## config.mk

```make
export PLATFORM = sky130hd
export DESIGN_NAME = echo_ranging_obstacle_avoider
export DESIGN_NICKNAME = d
export VERILOG_FILES = /design/src/rtl/erob_pkg.sv /design/src/rtl/erob_cfg.sv /design/src/rtl/erob_core.sv /design/src/rtl/erob_out_buf.sv /design/src/rtl/echo_ranging_obstacle_avoider.sv
export SDC_FILE = /design/constraint.sdc
export NUM_CORES = 1
export LEC_CHECK = 0
export ABC_AREA = 1
export BUFFER_PORTS_ARGS = -buffer_cell sky130_fd_sc_hd__buf_2
export CAP_MARGIN = 20
export CORE_AREA = 2 2 164 134
export CTS_CLUSTER_DIAMETER = 30
export DETAILED_ROUTE_END_ITERATION = 8
export DIE_AREA = 0 0 166 136
export PLACE_DENSITY_LB_ADDON = 0.12
export SLEW_MARGIN = 20
export SYNTH_ARGS = -nofsm -noshare
export SYNTH_HDL_FRONTEND = slang
export SYNTH_SLANG_ARGS = --single-unit
export TNS_END_PERCENT = 5
```

## constraint.sdc

```tcl
create_clock -name i_clk -period 9.59 [get_ports i_clk]
set_input_delay 1.918 -clock i_clk [delete_from_list [all_inputs] [get_ports i_clk]]
set_output_delay 1.918 -clock i_clk [all_outputs]
set_load 0.02 [all_outputs]
```

## src/rtl/erob_pkg.sv

```systemverilog
// Shared types and constants for the echo ranging obstacle avoider.
package erob_pkg;

    localparam int REG_W     = 24;
    localparam int CFG_IDX_W = 3;
    localparam int PINS_W    = 4;

    localparam logic [CFG_IDX_W-1:0] REG_TRIGGER_TICKS  = 3'd0;
    localparam logic [CFG_IDX_W-1:0] REG_NEAR_THRESHOLD = 3'd1;
    localparam logic [CFG_IDX_W-1:0] REG_STOP_TICKS     = 3'd2;
    localparam logic [CFG_IDX_W-1:0] REG_BACK_TICKS     = 3'd3;
    localparam logic [CFG_IDX_W-1:0] REG_TURN_TICKS     = 3'd4;

    localparam logic [REG_W-1:0] RST_TRIGGER_TICKS  = 24'd160;
    localparam logic [REG_W-1:0] RST_NEAR_THRESHOLD = 24'd6531;
    localparam logic [REG_W-1:0] RST_STOP_TICKS     = 24'd4000000;
    localparam logic [REG_W-1:0] RST_BACK_TICKS     = 24'd4000000;
    localparam logic [REG_W-1:0] RST_TURN_TICKS     = 24'd8000000;

    localparam logic [1:0] DRV_STOP     = 2'd0;
    localparam logic [1:0] DRV_FORWARD  = 2'd1;
    localparam logic [1:0] DRV_BACKWARD = 2'd2;
    localparam logic [1:0] DRV_RIGHT    = 2'd3;

    localparam logic [PINS_W-1:0] PINS_STOP     = 4'd0;
    localparam logic [PINS_W-1:0] PINS_FORWARD  = 4'd10;
    localparam logic [PINS_W-1:0] PINS_BACKWARD = 4'd5;
    localparam logic [PINS_W-1:0] PINS_RIGHT    = 4'd6;

    typedef struct packed {
        logic [REG_W-1:0] trigger_ticks;
        logic [REG_W-1:0] near_threshold;
        logic [REG_W-1:0] stop_ticks;
        logic [REG_W-1:0] back_ticks;
        logic [REG_W-1:0] turn_ticks;
    } t_cfg;

    typedef struct packed {
        logic              trigger_out;
        logic [PINS_W-1:0] bridge_pins;
        logic [REG_W-1:0]  last_echo_ticks;
        logic              obstacle_seen;
    } t_result;

    function automatic logic [PINS_W-1:0] drive_pins(input logic [1:0] code);
        logic [PINS_W-1:0] pins;
        unique case (code)
            DRV_FORWARD:  pins = PINS_FORWARD;
            DRV_BACKWARD: pins = PINS_BACKWARD;
            DRV_RIGHT:    pins = PINS_RIGHT;
            default:      pins = PINS_STOP;
        endcase
        return pins;
    endfunction

endpackage

```

## src/rtl/erob_cfg.sv

```systemverilog
// Configuration register file for the echo ranging obstacle avoider.
module erob_cfg
    import erob_pkg::*;
(
    input  logic                 i_clk,
    input  logic                 i_rst_n,
    input  logic                 i_wr,
    input  logic [CFG_IDX_W-1:0] i_index,
    input  logic [REG_W-1:0]     i_data,
    output t_cfg                 o_cfg
);

    t_cfg r_cfg;

    always_ff @(posedge i_clk) begin
        if (!i_rst_n) begin
            r_cfg.trigger_ticks  <= RST_TRIGGER_TICKS;
            r_cfg.near_threshold <= RST_NEAR_THRESHOLD;
            r_cfg.stop_ticks     <= RST_STOP_TICKS;
            r_cfg.back_ticks     <= RST_BACK_TICKS;
            r_cfg.turn_ticks     <= RST_TURN_TICKS;
        end else if (i_wr) begin
            unique case (i_index)
                REG_TRIGGER_TICKS:  r_cfg.trigger_ticks  <= i_data;
                REG_NEAR_THRESHOLD: r_cfg.near_threshold <= i_data;
                REG_STOP_TICKS:     r_cfg.stop_ticks     <= i_data;
                REG_BACK_TICKS:     r_cfg.back_ticks     <= i_data;
                REG_TURN_TICKS:     r_cfg.turn_ticks     <= i_data;
                default: ;
            endcase
        end
    end

    assign o_cfg = r_cfg;

endmodule

```

## src/rtl/erob_core.sv

```systemverilog
// Phase sequencer, tick timers and echo counter of the obstacle avoider.
module erob_core
    import erob_pkg::*;
#(
    parameter int TIMER_BITS = 24
) (
    input  logic    i_clk,
    input  logic    i_rst_n,
    input  logic    i_accept,
    input  logic    i_echo_level,
    input  t_cfg    i_cfg,
    output t_result o_result
);

    localparam int CNT_W = (TIMER_BITS < REG_W) ? TIMER_BITS : REG_W;
    localparam logic [CNT_W-1:0] CNT_MAX = {CNT_W{1'b1}};

    localparam logic [2:0] PH_TRIGGER = 3'd0;
    localparam logic [2:0] PH_MEASURE = 3'd1;
    localparam logic [2:0] PH_STOP    = 3'd2;
    localparam logic [2:0] PH_BACK    = 3'd3;
    localparam logic [2:0] PH_TURN    = 3'd4;

    logic [2:0]       r_phase,   n_phase;
    logic [REG_W-1:0] r_timer,   n_timer;
    logic [CNT_W-1:0] r_counter, n_counter;
    logic             r_prev,    n_prev;
    logic [1:0]       r_drive,   n_drive;
    logic             r_near,    n_near;
    logic [REG_W-1:0] r_last,    n_last;

    logic [REG_W-1:0] len;
    logic [REG_W-1:0] lim;
    logic [REG_W-1:0] timer_base;
    logic [REG_W-1:0] timer_inc;
    logic             done;
    logic [REG_W-1:0] count_ext;
    logic             trig;

    assign count_ext = REG_W'(r_counter);

    always_comb begin
        unique case (r_phase)
            PH_STOP: len = i_cfg.stop_ticks;
            PH_BACK: len = i_cfg.back_ticks;
            PH_TURN: len = i_cfg.turn_ticks;
            default: len = i_cfg.trigger_ticks;
        endcase
        lim = (len == '0) ? REG_W'(1) : len;
        if (r_phase == PH_TRIGGER || r_phase == PH_STOP || r_phase == PH_BACK ||
            r_phase == PH_TURN) begin
            timer_base = r_timer;
        end else begin
            timer_base = '0;
        end
        timer_inc = timer_base + REG_W'(1);
        done      = (timer_inc >= lim);
    end

    always_comb begin
        n_phase   = r_phase;
        n_timer   = r_timer;
        n_counter = r_counter;
        n_drive   = r_drive;
        n_near    = r_near;
        n_last    = r_last;
        n_prev    = i_echo_level;
        trig      = 1'b0;
        unique case (r_phase)
            PH_MEASURE: begin
                if (r_prev && !i_echo_level) begin
                    n_last  = count_ext;
                    n_near  = (count_ext < i_cfg.near_threshold);
                    n_timer = '0;
                    if (count_ext < i_cfg.near_threshold) begin
                        n_phase = PH_STOP;
                    end else begin
                        n_drive = DRV_FORWARD;
                        n_phase = PH_TRIGGER;
                    end
                end else if (r_counter != CNT_MAX) begin
                    n_counter = r_counter + CNT_W'(1);
                end
            end
            PH_STOP: begin
                n_drive = DRV_STOP;
                n_timer = done ? '0 : timer_inc;
                if (done) begin
                    n_phase = PH_BACK;
                end
            end
            PH_BACK: begin
                n_drive = DRV_BACKWARD;
                n_timer = done ? '0 : timer_inc;
                if (done) begin
                    n_phase = PH_TURN;
                end
            end
            PH_TURN: begin
                n_drive = DRV_RIGHT;
                n_timer = done ? '0 : timer_inc;
                if (done) begin
                    n_phase = PH_TRIGGER;
                end
            end
            default: begin
                trig    = 1'b1;
                n_timer = done ? '0 : timer_inc;
                if (done) begin
                    n_phase   = PH_MEASURE;
                    n_counter = '0;
                end else begin
                    n_phase = PH_TRIGGER;
                end
            end
        endcase
    end

    always_ff @(posedge i_clk) begin
        if (!i_rst_n) begin
            r_phase   <= PH_TRIGGER;
            r_timer   <= '0;
            r_counter <= '0;
            r_prev    <= 1'b0;
            r_drive   <= DRV_STOP;
            r_near    <= 1'b0;
            r_last    <= '0;
        end else if (i_accept) begin
            r_phase   <= n_phase;
            r_timer   <= n_timer;
            r_counter <= n_counter;
            r_prev    <= n_prev;
            r_drive   <= n_drive;
            r_near    <= n_near;
            r_last    <= n_last;
        end
    end

    assign o_result.trigger_out     = trig;
    assign o_result.bridge_pins     = drive_pins(n_drive);
    assign o_result.last_echo_ticks = n_last;
    assign o_result.obstacle_seen   = n_near;

`ifndef NO_ASSERTIONS
    a_measure_timer_clear: assert property (@(posedge i_clk) disable iff (!i_rst_n)
        r_phase == PH_MEASURE |-> r_timer == '0)
        else $error("phase timer not clear during echo measurement");

    a_avoid_needs_near: assert property (@(posedge i_clk) disable iff (!i_rst_n)
        (r_phase == PH_STOP || r_phase == PH_BACK || r_phase == PH_TURN) |-> r_near)
        else $error("avoidance running without an obstacle flag");

    a_measure_starts_at_zero: assert property (@(posedge i_clk) disable iff (!i_rst_n)
        (i_accept && r_phase != PH_MEASURE && n_phase == PH_MEASURE) |=> r_counter == '0)
        else $error("echo counter not cleared at start of measurement");
`endif

endmodule

```

## src/rtl/erob_out_buf.sv

```systemverilog
// Two-entry result buffer that lets the input side run while the output is stalled.
module erob_out_buf
    import erob_pkg::*;
(
    input  logic    i_clk,
    input  logic    i_rst_n,
    input  logic    i_accept,
    input  t_result i_result,
    input  logic    i_out_stall,
    output logic    o_in_stall,
    output logic    o_out_valid,
    output t_result o_result
);

    logic    r_out_valid;
    logic    r_skid_valid;
    t_result r_out;
    t_result r_skid;
    logic    out_fire;

    assign out_fire = r_out_valid && !i_out_stall;

    always_ff @(posedge i_clk) begin
        if (!i_rst_n) begin
            r_out_valid  <= 1'b0;
            r_skid_valid <= 1'b0;
        end else if (out_fire) begin
            if (r_skid_valid) begin
                r_skid_valid <= 1'b0;
            end else begin
                r_out_valid <= i_accept;
            end
        end else if (i_accept) begin
            if (r_out_valid) begin
                r_skid_valid <= 1'b1;
            end else begin
                r_out_valid <= 1'b1;
            end
        end
    end

    always_ff @(posedge i_clk) begin
        if (out_fire) begin
            if (r_skid_valid) begin
                r_out <= r_skid;
            end else if (i_accept) begin
                r_out <= i_result;
            end
        end else if (i_accept) begin
            if (r_out_valid) begin
                r_skid <= i_result;
            end else begin
                r_out <= i_result;
            end
        end
    end

    assign o_in_stall  = r_skid_valid;
    assign o_out_valid = r_out_valid;
    assign o_result    = r_out;

`ifndef NO_ASSERTIONS
    a_skid_behind_out: assert property (@(posedge i_clk) disable iff (!i_rst_n)
        r_skid_valid |-> r_out_valid)
        else $error("skid entry held while output register is empty");

    a_no_drop: assert property (@(posedge i_clk) disable iff (!i_rst_n)
        (r_skid_valid && i_out_stall) |=> (r_skid_valid && $stable(r_skid)))
        else $error("buffered request lost while output stalled");
`endif

endmodule

```

## src/rtl/echo_ranging_obstacle_avoider.sv

```systemverilog
// Top level of the echo ranging obstacle avoider: ports, configuration and result buffering.
// Each accepted request is one timer tick with the echo pin level, and the block takes
// one tick per clock cycle unless the input is stalled, returning one result per tick
// through the registered result buffer; the phase sequencer updates its state in a single
// pass between the state registers and the result register. A two-entry result buffer
// keeps input acceptance going while the output is stalled, and the input stalls only when
// both entries are full. Configuration writes should be made while no tick is in flight.
module echo_ranging_obstacle_avoider
    import erob_pkg::*;
#(
    parameter int TIMER_BITS = 24
) (
    input  logic                 i_clk,
    input  logic                 i_rst_n,
    input  logic                 i_in_valid,
    output logic                 o_in_stall,
    input  logic                 i_echo_level,
    output logic                 o_out_valid,
    input  logic                 i_out_stall,
    output logic                 o_trigger_out,
    output logic [PINS_W-1:0]    o_bridge_pins,
    output logic [REG_W-1:0]     o_last_echo_ticks,
    output logic                 o_obstacle_seen,
    input  logic                 i_cfg_valid,
    output logic                 o_cfg_ready,
    input  logic [CFG_IDX_W-1:0] i_cfg_index,
    input  logic [REG_W-1:0]     i_cfg_data
);

    t_cfg    cfg;
    t_result core_result;
    t_result out_result;
    logic    in_stall;
    logic    accept;

    assign accept      = i_in_valid && !in_stall;
    assign o_cfg_ready = 1'b1;

    erob_cfg u_cfg (
        .i_clk   (i_clk),
        .i_rst_n (i_rst_n),
        .i_wr    (i_cfg_valid),
        .i_index (i_cfg_index),
        .i_data  (i_cfg_data),
        .o_cfg   (cfg)
    );

    erob_core #(
        .TIMER_BITS (TIMER_BITS)
    ) u_core (
        .i_clk        (i_clk),
        .i_rst_n      (i_rst_n),
        .i_accept     (accept),
        .i_echo_level (i_echo_level),
        .i_cfg        (cfg),
        .o_result     (core_result)
    );

    erob_out_buf u_out_buf (
        .i_clk       (i_clk),
        .i_rst_n     (i_rst_n),
        .i_accept    (accept),
        .i_result    (core_result),
        .i_out_stall (i_out_stall),
        .o_in_stall  (in_stall),
        .o_out_valid (o_out_valid),
        .o_result    (out_result)
    );

    assign o_in_stall        = in_stall;
    assign o_trigger_out     = out_result.trigger_out;
    assign o_bridge_pins     = out_result.bridge_pins;
    assign o_last_echo_ticks = out_result.last_echo_ticks;
    assign o_obstacle_seen   = out_result.obstacle_seen;

endmodule

```

==> results by group <==
Outcome
  – Status: complete, no violations

Place
  – Number of I/O port buffers: 64
  – Post-DP HPWL: 22,700 um
  – RePlAce Congestion: 0.958

Power and ir drop
  – P_leak: approximately 7.0 nW
  – VDD IR max: 0.184 mV
  – Pwr Total: 3.37 mW
  – Cell Pwr Density: between 200 and 250 nW/um2

Global route
  – M2 GR Usage: 47.6%
  – Met1 GRT Util: 44.1%
  – Grt total ovfl: 0
  – Initial antenna violation count: 1
  – Met3 Use GR: a little under 6%
  – First-pass GRT wire length: 56,400 um
  – Total GRT Usage: a little under a third
  – Largest net degree at the start of global routing: between 100 and 150
  – Vias in the first global route: 11,200
  – GRT busiest layer: met2

Worst setup path
  – Setup crit end kind: flip-flop
  – Crit path launch type: flip-flop
  – R2r setup slk: between 5 and 6 ns
  – Critical R2R Capture: u_core.r_timer[14]
  – Reg2Reg Depth: 20
  – Crit path required time: 10.05 ns
  – Crit path max fanout: 17
  – Worst Setup SP: u_core.r_phase[2]
  – CP Data Arrival Time: ~4.7 ns
  – Critical path type: reg2reg
  – CP Capture Point: u_core.r_timer[14]
  – FF-to-FF Start: u_core.r_phase[2]

STA
  – RSZ-0062 raised after global routing: no
  – Slew Viols, Final: 0
  – Final Critical Period: 4.26 ns
  – WHS: 0.450 ns
  – Rel. slew slack: 34.3%
  – Max Clock Freq: about 230 MHz
  – Crit share post-route: 44.4%
  – Worst clock skew: 0.0219 ns
  – Least-Margin Pin Slew: around 1 ns
  – Final setup fails: 0
  – Final hold viol count: 0
  – Setup TNS: 0 ns

Routing
  – Vias/cell: 5.47
  – Initial DRC count: 1,214
  – DRT Pass-1 Iters: 6
  – Vias: 12,200
  – Routed WL: about 35,000 um
  – Remaining antenna violation count: 0
  – Wire per inst: 15.7 um
  – DRC viols: 0

Worst hold path
  – Hold Crit Class: reg2reg
  – Worst Hold Launch: u_cfg.o_cfg[57]

Layout
  – Fill cells: 1,680
  – Fin util: roughly three quarters
  – Nets: 1,991
  – Multi-input gate area: 6090 um2
  – Area added between synthesis and finish: 15.3%
  – Register area: 5830 um2
  – Share of layout cells above drive strength 1: approximately a tenth

Floorplanning
  – Row count: 48
  – Die width: 166 um
  – Die area: approximately 23,000 um2
  – IO Pins: 66
  – Core area: 21,100 um2
  – Initial Util: 63.4%
  – Die Height: 136 um

Flow run
  – Max-Cap Viols: 0

Clocking
  – Clk sink count: 261
  – Cts bufs inserted: 47
  – Max Root-Sink Buffers: 3
  – CTS H-tree depth: 2
  – Worst skew pair latency: 0.55 ns
  – Post-CTS Hold Buffers: 0
  – Clk slew on worst S/H paths: 0.05 ns
  – Root Buffer: clkbuf_16
  – Post-CTS Setup Bufs: 0
  – Resize count post-CTS: 0
  – CTS tree: yes

Yosys
  – Mean post-synth cell area: 7.17 um2
  – Post-synth ARST share: 0%
  – Library cells used by synthesis: 40
  – Syn_nets: 1,947
  – Synth area leader: dfxtp_1
  – Area share of the largest cell type after synthesis: 30.1%
  – Synthesized flop and latch total: between 200 and 300
  – Ys Warns: 0
  – EDFF count, synth: 60
  – Ys flop type: dfxtp_1
  – Mapped Cells: roughly 1,900
  – Sequential area share after synthesis: 43.6%
  – Largest cells by area after synthesis: dfxtp_1 (30%), edfxtp_1 (13%), nand2_1 (11%)
  – Cell area after synthesis: between 10,000 and 15,000 um2
[routing by layer]
layer  share of wire, %  vias up  wire length (um)
met3                8.8       47              3060
met5                  0        -                 0
met4                1.7        0               604
met1                 46     5549             16000
li1                   -     6067                 -
met2                 43      494             15100
[through the flow]
stage	area (um2)	setup slack [ns]	instances
final	15400	5.33	2224
after global routing	15400	4.83	2224
after CTS	15400	5.34	2223
after detailed placement	13800	5.23	2135
after global placement	13800	5.35	2135
after floorplan	13400	5.21	1865
[worst min-delay path by stage]
stage	end	slack, ns	cells past startpoint
floorplan	u_core.r_prev	0.42	2
global placement	u_cfg.o_cfg[54]	0.44	2
detailed placement	u_cfg.o_cfg[60]	0.44	2
CTS	u_cfg.o_cfg[51]	0.45	2
global route	u_cfg.o_cfg[61]	0.47	2
finish	u_cfg.o_cfg[57]	0.45	2
[critical path: stages, from the launching register on]
cell     delay [ns]
dfxtp_1        0.35
nand2_1        0.49
nand2_2        0.25
nor2_1         0.16
ha_1           0.24
nand4_1        0.19
nor2_1         0.32
xor2_1         0.17
inv_1          0.09
ha_1           0.29
nand2_1        0.09
inv_1          0.04
nand2_1        0.05
nand2_1        0.05
a21oi_1        0.11
nand2_1        0.08
nand2_1        0.12
nand4_2        0.11
nor2_2         0.67
nand2_1        0.13
a21oi_1        0.15
[cells in the mapped netlist, types with 3 or more instances]
cell      count
clkbuf_1     64
xor2_1       19
inv_2        10
nand4_1      18
ha_1         49
a21oi_1     168
dfxtp_1     201
o22ai_1      17
o211ai_1     21
nor2_2        5
nand2_1     377
nand3_1      71
o21ai_1      19
nand2_2       5
nor2_1      230
nor3_1       22
xnor2_1       8
nand2_4       3
buf_6         5
buf_2         8
inv_1       288
nand3_2       4
o21ai_0     170
edfxtp_1     60
nor2_4        3
[kinds of logic (layout without fill, tap and decap cells)]
group	Yosys count	in the layout	share of synthesized area, %
AND/OR/NAND/NOR	744	744	23.1
AO/OA/AOI/OAI	403	403	15.9
buffers and inverters	380	463	11.1
flip-flops	261	261	43.6
adder cells (fa/ha/maj)	49	49	4.58
XOR/XNOR	27	27	1.77
other	1	2	0.0280
[cells in the final DEF, fill, tap and decap left out, drive strengths merged, types with 3 or more instances in the layout]
master    instances
ha               49
o211ai           21
nand2           385
buf              75
xor2             19
inv             307
nor3             22
nand4            19
xnor2             8
clkinvlp          8
a21oi           169
nor2            239
bufinv            3
o22ai            17
nand3            75
edfxtp           60
dfxtp           201
clkbuf           55
clkinv           15
o21ai           190
[area by class of cell]
class | count | area share [%]
clock buffers | 55 | 8.43
well taps | 275 | 2.23
diodes | 1 | 0.0162
flip-flops and latches | 261 | 37.8
inverters | 300 | 7.30
clock inverters | 33 | 2.13
multi-input cells | 1224 | 39.5
repair buffers | 75 | 2.64
[power breakdown]
part	switching, mW	internal (mW)
Sequential	0.0238	1.19
Combinational	0.355	0.131
Clock	0.605	1.07
Total	0.984	2.39
[sequential cells by signal, summed over array words and instances, names as in the netlist]
| register | flops |
|---|---|
| u_cfg.o_cfg | 120 |
| u_core.count_ext | 24 |
| u_core.r_drive | 2 |
| u_core.r_last | 24 |
| u_core.r_near | 1 |
| u_core.r_phase | 3 |
| u_core.r_prev | 1 |
| u_core.r_timer | 24 |
| u_out_buf.o_in_stall | 1 |
| u_out_buf.o_out_valid | 1 |
| u_out_buf.o_result | 30 |
| u_out_buf.r_skid | 30 |
Note: power is estimated with default switching activity, not from simulation.
